--- src/hw/rtl/isc_pkg.sv ---
package isc_pkg;

  typedef logic [7:0] byte_t;

  typedef enum logic [1:0] {
    OP_FIRST  = 2'd0,
    OP_SECOND = 2'd1,
    OP_TARGET = 2'd2,
    OP_EVAL   = 2'd3
  } op_t;

  // Row token that walks along the cell chain, one cell per cycle.
  typedef struct packed {
    logic  valid;
    logic  row0;
    byte_t ch;
  } tok_t;

endpackage

--- src/hw/rtl/interleaving_string_check.sv ---
// Interleaving check: load items append one byte to the first source (op 0),
// the second source (op 1) or the target (op 2); each load gives no result.
// A load into a full buffer (MAX_LEN bytes per source, 2*MAX_LEN for the
// target) is dropped and sets a sticky overflow flag. An
// evaluate item (op 3) gives one result: interleaved is 1 when the target is
// an order-keeping merge of the two sources, and overflow reports any dropped
// load. Evaluate then empties all buffers and clears the flag. When the lengths
// do not add up the result is ready the cycle after the evaluate is accepted.
// Otherwise the table is computed as a diagonal wavefront through a chain of
// MAX_LEN+1 cells, one table column per cell: row i reaches cell j in step
// i+j (L1, L2 the source lengths), and the result is taken from column L2
// once row L1 has left it. Input is stalled while the wavefront runs; loads
// are still taken while an earlier result waits on output.
module interleaving_string_check #(
  parameter int MAX_LEN = 64
) (
  input  logic              clk,
  input  logic              rst,
  input  logic              in_valid,
  output logic              in_stall,
  input  isc_pkg::op_t      op,
  input  isc_pkg::byte_t    char_in,
  output logic              out_valid,
  input  logic              out_stall,
  output logic              interleaved,
  output logic              overflow
);

  import isc_pkg::*;

  localparam int LW  = $clog2(MAX_LEN + 1);                 // source length
  localparam int TLW = $clog2(2 * MAX_LEN + 1);             // target length
  localparam int SW  = $clog2(2 * MAX_LEN + 2);             // wavefront step
  localparam int AW  = (MAX_LEN > 1) ? $clog2(MAX_LEN) : 1; // source address
  localparam int TAW = $clog2(2 * MAX_LEN);                 // target address

  typedef enum logic {
    ST_IDLE,
    ST_RUN
  } state_t;

  state_t         state;
  logic [LW-1:0]  first_len;
  logic [LW-1:0]  second_len;
  logic [TLW-1:0] target_len;
  logic           overflow_flag;
  logic [SW-1:0]  step;

  logic           accept;
  logic           first_we;
  logic           second_we;
  logic           target_we;
  logic           len_match;
  logic [SW-1:0]  last_step;
  byte_t          first_rd;
  byte_t          target_rd;
  logic [MAX_LEN:0] dp;
  tok_t           tok [0:MAX_LEN];

  // Hold input while the wavefront runs, and hold an evaluate while a result
  // still waits to be taken.
  assign in_stall = (state != ST_IDLE) || ((op == OP_EVAL) && out_valid);
  assign accept   = in_valid && !in_stall;

  assign first_we  = accept && (op == OP_FIRST)  && (first_len  < LW'(MAX_LEN));
  assign second_we = accept && (op == OP_SECOND) && (second_len < LW'(MAX_LEN));
  assign target_we = accept && (op == OP_TARGET) && (target_len < TLW'(2 * MAX_LEN));

  assign len_match = (TLW'(first_len) + TLW'(second_len)) == target_len;
  assign last_step = SW'(first_len) + SW'(second_len) + SW'(1);

  // Source and target bytes: read address follows the step, so the byte of
  // index step-1 shows up in the step that consumes it.
  isc_ram #(.WIDTH(8), .DEPTH(MAX_LEN)) u_first_ram (
    .clk     (clk),
    .wr_en   (first_we),
    .wr_addr (first_len[AW-1:0]),
    .wr_data (char_in),
    .rd_addr (step[AW-1:0]),
    .rd_data (first_rd)
  );

  isc_ram #(.WIDTH(8), .DEPTH(2 * MAX_LEN)) u_target_ram (
    .clk     (clk),
    .wr_en   (target_we),
    .wr_addr (target_len[TAW-1:0]),
    .wr_data (char_in),
    .rd_addr (step[TAW-1:0]),
    .rd_data (target_rd)
  );

  // Row token entering the head cell: row number equals the step.
  assign tok[0].valid = (state == ST_RUN) && (step <= SW'(first_len));
  assign tok[0].row0  = (step == '0);
  assign tok[0].ch    = first_rd;

  // Cell j keeps table column j and, for j >= 1, second-source byte j-1.
  for (genvar j = 0; j <= MAX_LEN; j++) begin : g_cell
    if (j == 0) begin : g_head
      isc_cell #(.HEAD(1'b1)) u_cell (
        .clk       (clk),
        .rst       (rst),
        .tok_in    (tok[0]),
        .left_dp   (tok[0].row0),
        .tbyte     (target_rd),
        .s_wr_en   (1'b0),
        .s_wr_data (char_in),
        .dp        (dp[0]),
        .tok_out   (tok[1])
      );
    end else if (j < MAX_LEN) begin : g_mid
      isc_cell #(.HEAD(1'b0)) u_cell (
        .clk       (clk),
        .rst       (rst),
        .tok_in    (tok[j]),
        .left_dp   (dp[j-1]),
        .tbyte     (target_rd),
        .s_wr_en   (second_we && (second_len == LW'(j - 1))),
        .s_wr_data (char_in),
        .dp        (dp[j]),
        .tok_out   (tok[j+1])
      );
    end else begin : g_tail
      isc_cell #(.HEAD(1'b0)) u_cell (
        .clk       (clk),
        .rst       (rst),
        .tok_in    (tok[j]),
        .left_dp   (dp[j-1]),
        .tbyte     (target_rd),
        .s_wr_en   (second_we && (second_len == LW'(j - 1))),
        .s_wr_data (char_in),
        .dp        (dp[j]),
        .tok_out   ()
      );
    end
  end

  always_ff @(posedge clk) begin
    if (rst) begin
      state         <= ST_IDLE;
      first_len     <= '0;
      second_len    <= '0;
      target_len    <= '0;
      overflow_flag <= 1'b0;
      step          <= '0;
      out_valid     <= 1'b0;
    end else begin
      if (out_valid && !out_stall) begin
        out_valid <= 1'b0;
      end
      case (state)
        ST_IDLE: begin
          if (accept) begin
            case (op)
              OP_FIRST: begin
                if (first_we) first_len <= first_len + LW'(1);
                else          overflow_flag <= 1'b1;
              end
              OP_SECOND: begin
                if (second_we) second_len <= second_len + LW'(1);
                else           overflow_flag <= 1'b1;
              end
              OP_TARGET: begin
                if (target_we) target_len <= target_len + TLW'(1);
                else           overflow_flag <= 1'b1;
              end
              OP_EVAL: begin
                if (len_match) begin
                  state <= ST_RUN;
                  step  <= '0;
                end else begin
                  // Lengths disagree: answer at once and empty the buffers.
                  out_valid     <= 1'b1;
                  interleaved   <= 1'b0;
                  overflow      <= overflow_flag;
                  first_len     <= '0;
                  second_len    <= '0;
                  target_len    <= '0;
                  overflow_flag <= 1'b0;
                end
              end
              default: begin
                state <= ST_IDLE;
              end
            endcase
          end
        end
        ST_RUN: begin
          step <= step + SW'(1);
          if (step == last_step) begin
            // Last row has left column second_len; take the answer from there.
            out_valid     <= 1'b1;
            interleaved   <= dp[second_len];
            overflow      <= overflow_flag;
            first_len     <= '0;
            second_len    <= '0;
            target_len    <= '0;
            overflow_flag <= 1'b0;
            state         <= ST_IDLE;
          end
        end
        default: begin
          state <= ST_IDLE;
        end
      endcase
    end
  end

endmodule

--- src/hw/rtl/isc_ram.sv ---
module isc_ram #(
  parameter int WIDTH = 8,
  parameter int DEPTH = 64,
  localparam int AW = (DEPTH > 1) ? $clog2(DEPTH) : 1
) (
  input  logic             clk,
  input  logic             wr_en,
  input  logic [AW-1:0]    wr_addr,
  input  logic [WIDTH-1:0] wr_data,
  input  logic [AW-1:0]    rd_addr,
  output logic [WIDTH-1:0] rd_data
);

  logic [WIDTH-1:0] mem [DEPTH];

  always_ff @(posedge clk) begin
    if (wr_en) begin
      mem[wr_addr] <= wr_data;
    end
    rd_data <= mem[rd_addr];
  end

endmodule

--- src/hw/rtl/isc_cell.sv ---
module isc_cell #(
  parameter bit HEAD = 1'b0
) (
  input  logic           clk,
  input  logic           rst,
  input  isc_pkg::tok_t  tok_in,
  input  logic           left_dp,
  input  isc_pkg::byte_t tbyte,
  input  logic           s_wr_en,
  input  isc_pkg::byte_t s_wr_data,
  output logic           dp,
  output isc_pkg::tok_t  tok_out
);

  import isc_pkg::*;

  logic s_hit;
  logic dp_next;

  // Head cell has no second-source byte; its left input carries the row-0 seed.
  if (HEAD) begin : g_head
    assign s_hit = 1'b1;
  end else begin : g_body
    byte_t s_byte;
    always_ff @(posedge clk) begin
      if (s_wr_en) begin
        s_byte <= s_wr_data;
      end
    end
    assign s_hit = (s_byte == tbyte);
  end

  assign dp_next = (dp & ~tok_in.row0 & (tok_in.ch == tbyte)) | (left_dp & s_hit);

  always_ff @(posedge clk) begin
    if (rst) begin
      tok_out <= '0;
    end else begin
      tok_out <= tok_in;
    end
    if (tok_in.valid) begin
      dp <= dp_next;
    end
  end

endmodule

--- config.mk ---
export PLATFORM = sky130hd
export DESIGN_NAME = interleaving_string_check
export DESIGN_NICKNAME = d
export VERILOG_FILES = /design/src/hw/rtl/isc_pkg.sv /design/src/hw/rtl/interleaving_string_check.sv /design/src/hw/rtl/isc_ram.sv /design/src/hw/rtl/isc_cell.sv
export SDC_FILE = /design/constraint.sdc
export NUM_CORES = 2
export LEC_CHECK = 0
export ABC_AREA = 1
export ABC_CLOCK_PERIOD_IN_PS = 6800
export BUFFER_PORTS_ARGS = -buffer_cell sky130_fd_sc_hd__buf_2
export CORE_MARGIN = 2
export CORE_UTILIZATION = 50
export CTS_CLUSTER_SIZE = 10
export DETAILED_ROUTE_END_ITERATION = 8
export GPL_ROUTABILITY_DRIVEN = 1
export PLACE_DENSITY = 0.72
export SYNTH_ARGS = -nofsm -noshare
export SYNTH_HDL_FRONTEND = slang
export SYNTH_HIERARCHICAL = 1
export SYNTH_SLANG_ARGS = --single-unit
--- constraint.sdc ---
create_clock -name clk -period 6.8 [get_ports clk]
set_clock_uncertainty 0.15 [all_clocks]
set_input_delay 1.36 -clock clk [delete_from_list [all_inputs] [get_ports clk]]
set_output_delay 1.36 -clock clk [all_outputs]
set_load 0.005 [all_outputs]
* After elaboration in Yosys (flattened, before gate mapping) *
Memory sizes are Yosys's and may differ from the RTL's. A register that Yosys moved wholly into a read port is not among the register bits.
Index checks and enable logic that the tools add are counted.

storage, ports and cells
  flip-flop bits (word level) = 1252
  bits in writable memories = 1536
  input port bits = 14
  output and inout port bits = 4
  logic and storage cells = 1021
  memories kept = 2

memories
  memory            depth  width  read ports  clocked after Yosys merged registers in  wr ports  RTL line       source
  u_target_ram.mem  128    8      1           1                                        1         isc_ram.sv:14  logic [WIDTH-1:0] mem [DEPTH];
  u_first_ram.mem   64     8      1           1                                        1         isc_ram.sv:14

operators by class
  add/subtract/negate cells = 6
  magnitude comparators = 5
  equal/unequal tests = 212
  mux-type cells = 54
  bitwise logic cells = 326
  reductions and logical operators = 86

operators by type and width
  cell                 number
  $eq 8x8->1           131
  $eq 7x6->1 const B   32
  $and 1x1->1          194
  $eq 7x5->1 const B   16
  $logic_and 1x1->1    74
  $not 1->1            67
  $or 1x1->1           65
  $eq 7x4->1 const B   8
  $mux 8               7
  $pmux 7 s2           4
  $pmux 8 s2           3
  $mux 7               6
  $ne 3x3->1 const B   10
  $eq 7x3->1 const B   4
  $mux 1               27
  $add 8x1->8 const B  3
  $reduce_and 5->1     4
  $add 7x1->7 const B  2
  $eq 7x2->1 const B   2
  $lt 7x7->1 const B   2
  $pmux 1 s2           5
  $add 7x7->8          1
  $le 8x7->1           1
  $logic_not 8->1      1
  other kinds (15)     20

* Longest topological paths before layout *
  word-level depth = 11
  depth in mapped cells = 23
  mapped depth without buffers = 21

* Hierarchy *
Netlist, hierarchy kept.

by module, submodules not included
  module                                  times used  cells an instance  area each (um^2)
  isc_cell (g_cell[10].g_mid.u_cell ...)  64          107                843.3
  isc_ram (u_target_ram)                  1           3575               42104.1
  isc_ram (u_first_ram)                   1           1822               21291.7
  interleaving_string_check               1           727                4287.9
  isc_cell (g_cell[0].g_head.u_cell)      1           65                 462.9

* Worst setup path before layout *
OpenSTA, ideal clock, no wires.

  path kind = register -> register
  start point = register u_target_ram.rd_data[1], read port of u_target_ram.mem
  end point = register g_cell[10].g_mid.u_cell.dp, data pin
  setup time = 0.253 ns
  arrival time = 4.855 ns
  slack = 1.542 ns
  cell stages (with the launch flop) = 6
  path buffers = 0
  clock period less this slack = 5.258 ns
  cells stage by stage = dfxtp_1 > nand2_1 > nand3_2 > nor2_2 > nand3_1 > nand2_1

on the way
  word-level cells in the longest chain between the ends = 3
  elaborated cells between the ends (all ways) = 5
  classes of those cells = eq/ne (2); bitwise (3)

ends and longest elaborated chain
  element                                    RTL line                        source
  start, declared                            isc_ram.sv:11                   output logic [WIDTH-1:0] rd_data
  $eq 8x8->1 (on tied branches)              isc_cell.sv:33, isc_cell.sv:30
  $and 1x1->1                                isc_cell.sv:33                  assign dp_next = (dp & ~tok_in.row0 & (tok_in.ch == tbyte)) | (left_dp & s_hit);
  $or 1x1->1 *                               isc_cell.sv:33
  named net g_cell[10].g_mid.u_cell.dp_next  isc_cell.sv:18                  logic dp_next;
  end signal, assigned                       isc_cell.sv:42                  dp <= dp_next;
  end, declared                              isc_cell.sv:11                  output logic dp,

The timed path passes the listed nets; every way through them passes the cells marked *.
A chain may end at the register's enable or synchronous reset.

* Final worst setup path *
  start point = input op[0]
  end point = memory u_first_ram.mem[59][4] (enable)

on the way
  word-level cells in the longest chain between the ends = 9
  elaborated cells between the ends (all ways) = 10
  classes of those cells = eq/ne (1); mux (2); reduce/logical (7)

ends and longest elaborated chain
  element                           RTL line                         source
  start, declared                   interleaving_string_check.sv:21  input isc_pkg::op_t op,
  $eq 2x2->1                        interleaving_string_check.sv:62  assign in_stall = (state != ST_IDLE) || ((op == OP_EVAL) && out_valid);
  $logic_and 1x1->1                 interleaving_string_check.sv:62
  $logic_or 1x1->1                  interleaving_string_check.sv:62
  $logic_not 1->1                   interleaving_string_check.sv:63  assign accept = in_valid && !in_stall;
  $logic_and 1x1->1                 interleaving_string_check.sv:63
  $logic_and 1x1->1 * (2 in a row)  interleaving_string_check.sv:65  assign first_we = accept && (op == OP_FIRST) && (first_len < LW'(MAX_LEN));
  named net first_we                interleaving_string_check.sv:50  logic first_we;
  $mux 1 *                          isc_ram.sv:17                    if (wr_en) begin
  $mux 1 (not written as such) *    isc_ram.sv:18                    mem[wr_addr] <= wr_data;
  end, declared                     isc_ram.sv:14

Marks and branches as above.

==> flow_metrics.tcl <==
set metrics [dict create \
    status "finished clean" \
    drt_iter0_drc 9895 \
    ctsResizeCount 0 \
    comb_power_share_pct 9.5 \
    wire_per_inst_um 19.0 \
    worstSetupEndpointType "flop" \
    total_power_w 0.0380 \
    cts_buffers 337 \
    drt_drc_violations_left 0 \
    detailedPlace.worstSlack_ps 1650 \
    holdWs_ps 246 \
    crit_fanout 22 \
    r2r_cells 5 \
    grt_max_degree 271 \
    die_area_um2 248000 \
    io_buffer_count 17 \
    hold_viol_final 0 \
    dpl_cell_area_um2 125000 \
    area_delta_synth_final_pct 9.96 \
    worstSetupPathType "input port to flop" \
    via_per_inst 5.28 \
    wirelength_um 312000 \
    final_antenna_net_count 0 \
    setup_ws_ps 2440 \
    peakVddDrop_mv 0.309 \
    synth_nets 13054 \
    regToRegStartpoint "state" \
    h-tree-depth 5 \
    reg2reg_slack_ps 2670 \
    grt-ovfl-total 0 \
    layout_commonest_cell "nand2_1" \
    start_util_pct 50.2 \
    p_int_w 0.0287 \
    slew_headroom_pct 14.8 \
    cts-hold-fix-buffers 0 \
    powerDensity_nw_per_um2 284 \
    rsz0062_at_grt "no" \
    routabilityCongestion 0.884 \
    fp.dieW_um 498 \
    cp-start-kind "input port" \
    p_sw_w 0.00928 \
    yosys_warnings 6 \
    insertion_delay_ps 970 \
    critPathLaunch "op[0]" \
    clk_pin_slew_ps 50 \
    clockBufferDepth 4 \
    rr_endpoint "u_first_ram/mem[59][4]" \
    cp-endpoint "u_first_ram/mem[59][4]" \
    die_height_um 498 \
    synth_cells 13012 \
    cts_setup_buffers 0 \
    min_from "g_cell[12].g_mid.u_cell/tok_out[8]" \
    fin_area_um2 134000 \
    clock.fmax_mhz 229 \
    dr.pass1.iters 6 \
    core-area_um2 243000 \
    finalSetupViolCount 0 \
    avgSynthCellArea_um2 9.37 \
    maxSlewViolCount 0 \
    hold_path_class "flop to flop" \
    swShare_pct 24.4 \
    post-route-min-period_ps 4360 \
    syn_area_um2 122000 \
    clock_power_share_pct 41.5 \
    cp_data_arrival_time_ps 4750 \
    min_path_cells 2 \
    cp.required_ps 7200 \
    leakage_nw 54.4 \
    grt_usage_pct 24.7 \
    antenna_found_initial 7 \
    pwr-share-seq_pct 49.0 \
    cts_root_buf "clkbuf_16" \
    drv_cap 0 \
    fin_nets 13069 \
    fin_crit_sh_pct 64.1 \
    grt_pass1_wl_um 476000 \
    rows 181 \
    dr_total_vias 86668 \
    drive_gt1_share_pct 6.69 \
    grt_pass1_vias 82890 \
    hpwl_um 182000 \
    worst_pin_slew_ps 1270 \
    pin_count 18 \
    cts_tree "yes" \
    setup_tns_ps 0 \
    layout_common_cells "nand2_1 (4144), edfxtp_1 (2115), nand3_1 (1691)" \
    cts_sinks 2804 \
]
## how the worst min path moves through the flow
stage                                          to
4_1_cts        g_cell[13].g_mid.u_cell/tok_out[8]
6_report       g_cell[13].g_mid.u_cell/tok_out[8]
2_1_floorplan                            overflow
3_5_place_dp          g_cell[64].g_tail.u_cell/dp
5_1_grt         g_cell[3].g_mid.u_cell/tok_out[4]
3_3_place_gp          g_cell[64].g_tail.u_cell/dp
## layout make-up
| cell class | count | area [um^2] |
|---|---|---|
| sequential | 2804 | 77400 |
| fill | 20665 | 109000 |
| clock inverter | 16 | 131 |
| inverter | 1805 | 6810 |
| antenna | 4 | 10.0 |
| tap | 3202 | 4010 |
| multi-input combinational | 7968 | 35300 |
| timing repair buffer | 111 | 1130 |
| clock buffer | 514 | 9310 |
## through the flow
step,instances,util (%)
after floorplan,13012,-
after global placement,15890,51.3
after detailed placement,15890,51.3
after CTS,16420,55.2
after global routing,16421,55.2
final,16424,55.2
## state kept, by name (all words and copies together) (netlist names), 10 cells and up
register and cells:
g_cell.g_mid.u_cell/g_body.s_byte 504, u_target_ram/mem 1024, g_cell.g_head.u_cell/tok_out 10, g_cell.g_mid.u_cell/dp 63, u_first_ram/mem 512, g_cell.g_mid.u_cell/tok_out 630
## power groups by stage
stage	combinational, W	clock (W)	sequential [W]
2_1_floorplan	0.00254	0	0.0191
3_3_place_gp	0.00351	0	0.0190
3_5_place_dp	0.00355	0	0.0190
4_1_cts	0.00357	0.0160	0.0186
5_1_grt	0.00402	0.0167	0.0186
6_report	0.00361	0.0158	0.0186
## worst max-delay path, cell delays in order
cell	delay, ps
buf_2	120
ha_1	510
nand2_1	190
nand3_1	160
nor2_1	870
nand2_1	760
nor2_1	770
## routing by layer
| layer | global-route usage, % | wire [um] | up-vias |
|---|---|---|---|
| met2 | 40.3 | 145000 | 4059 |
| met4 | 9.95 | 12300 | 8 |
| met1 | 32.9 | 127000 | 40360 |
| met3 | 4.25 | 27000 | 726 |
| li1 | - | - | 41515 |
| met5 | 0 | 56 | - |
Power figures use the tool's default switching activity.
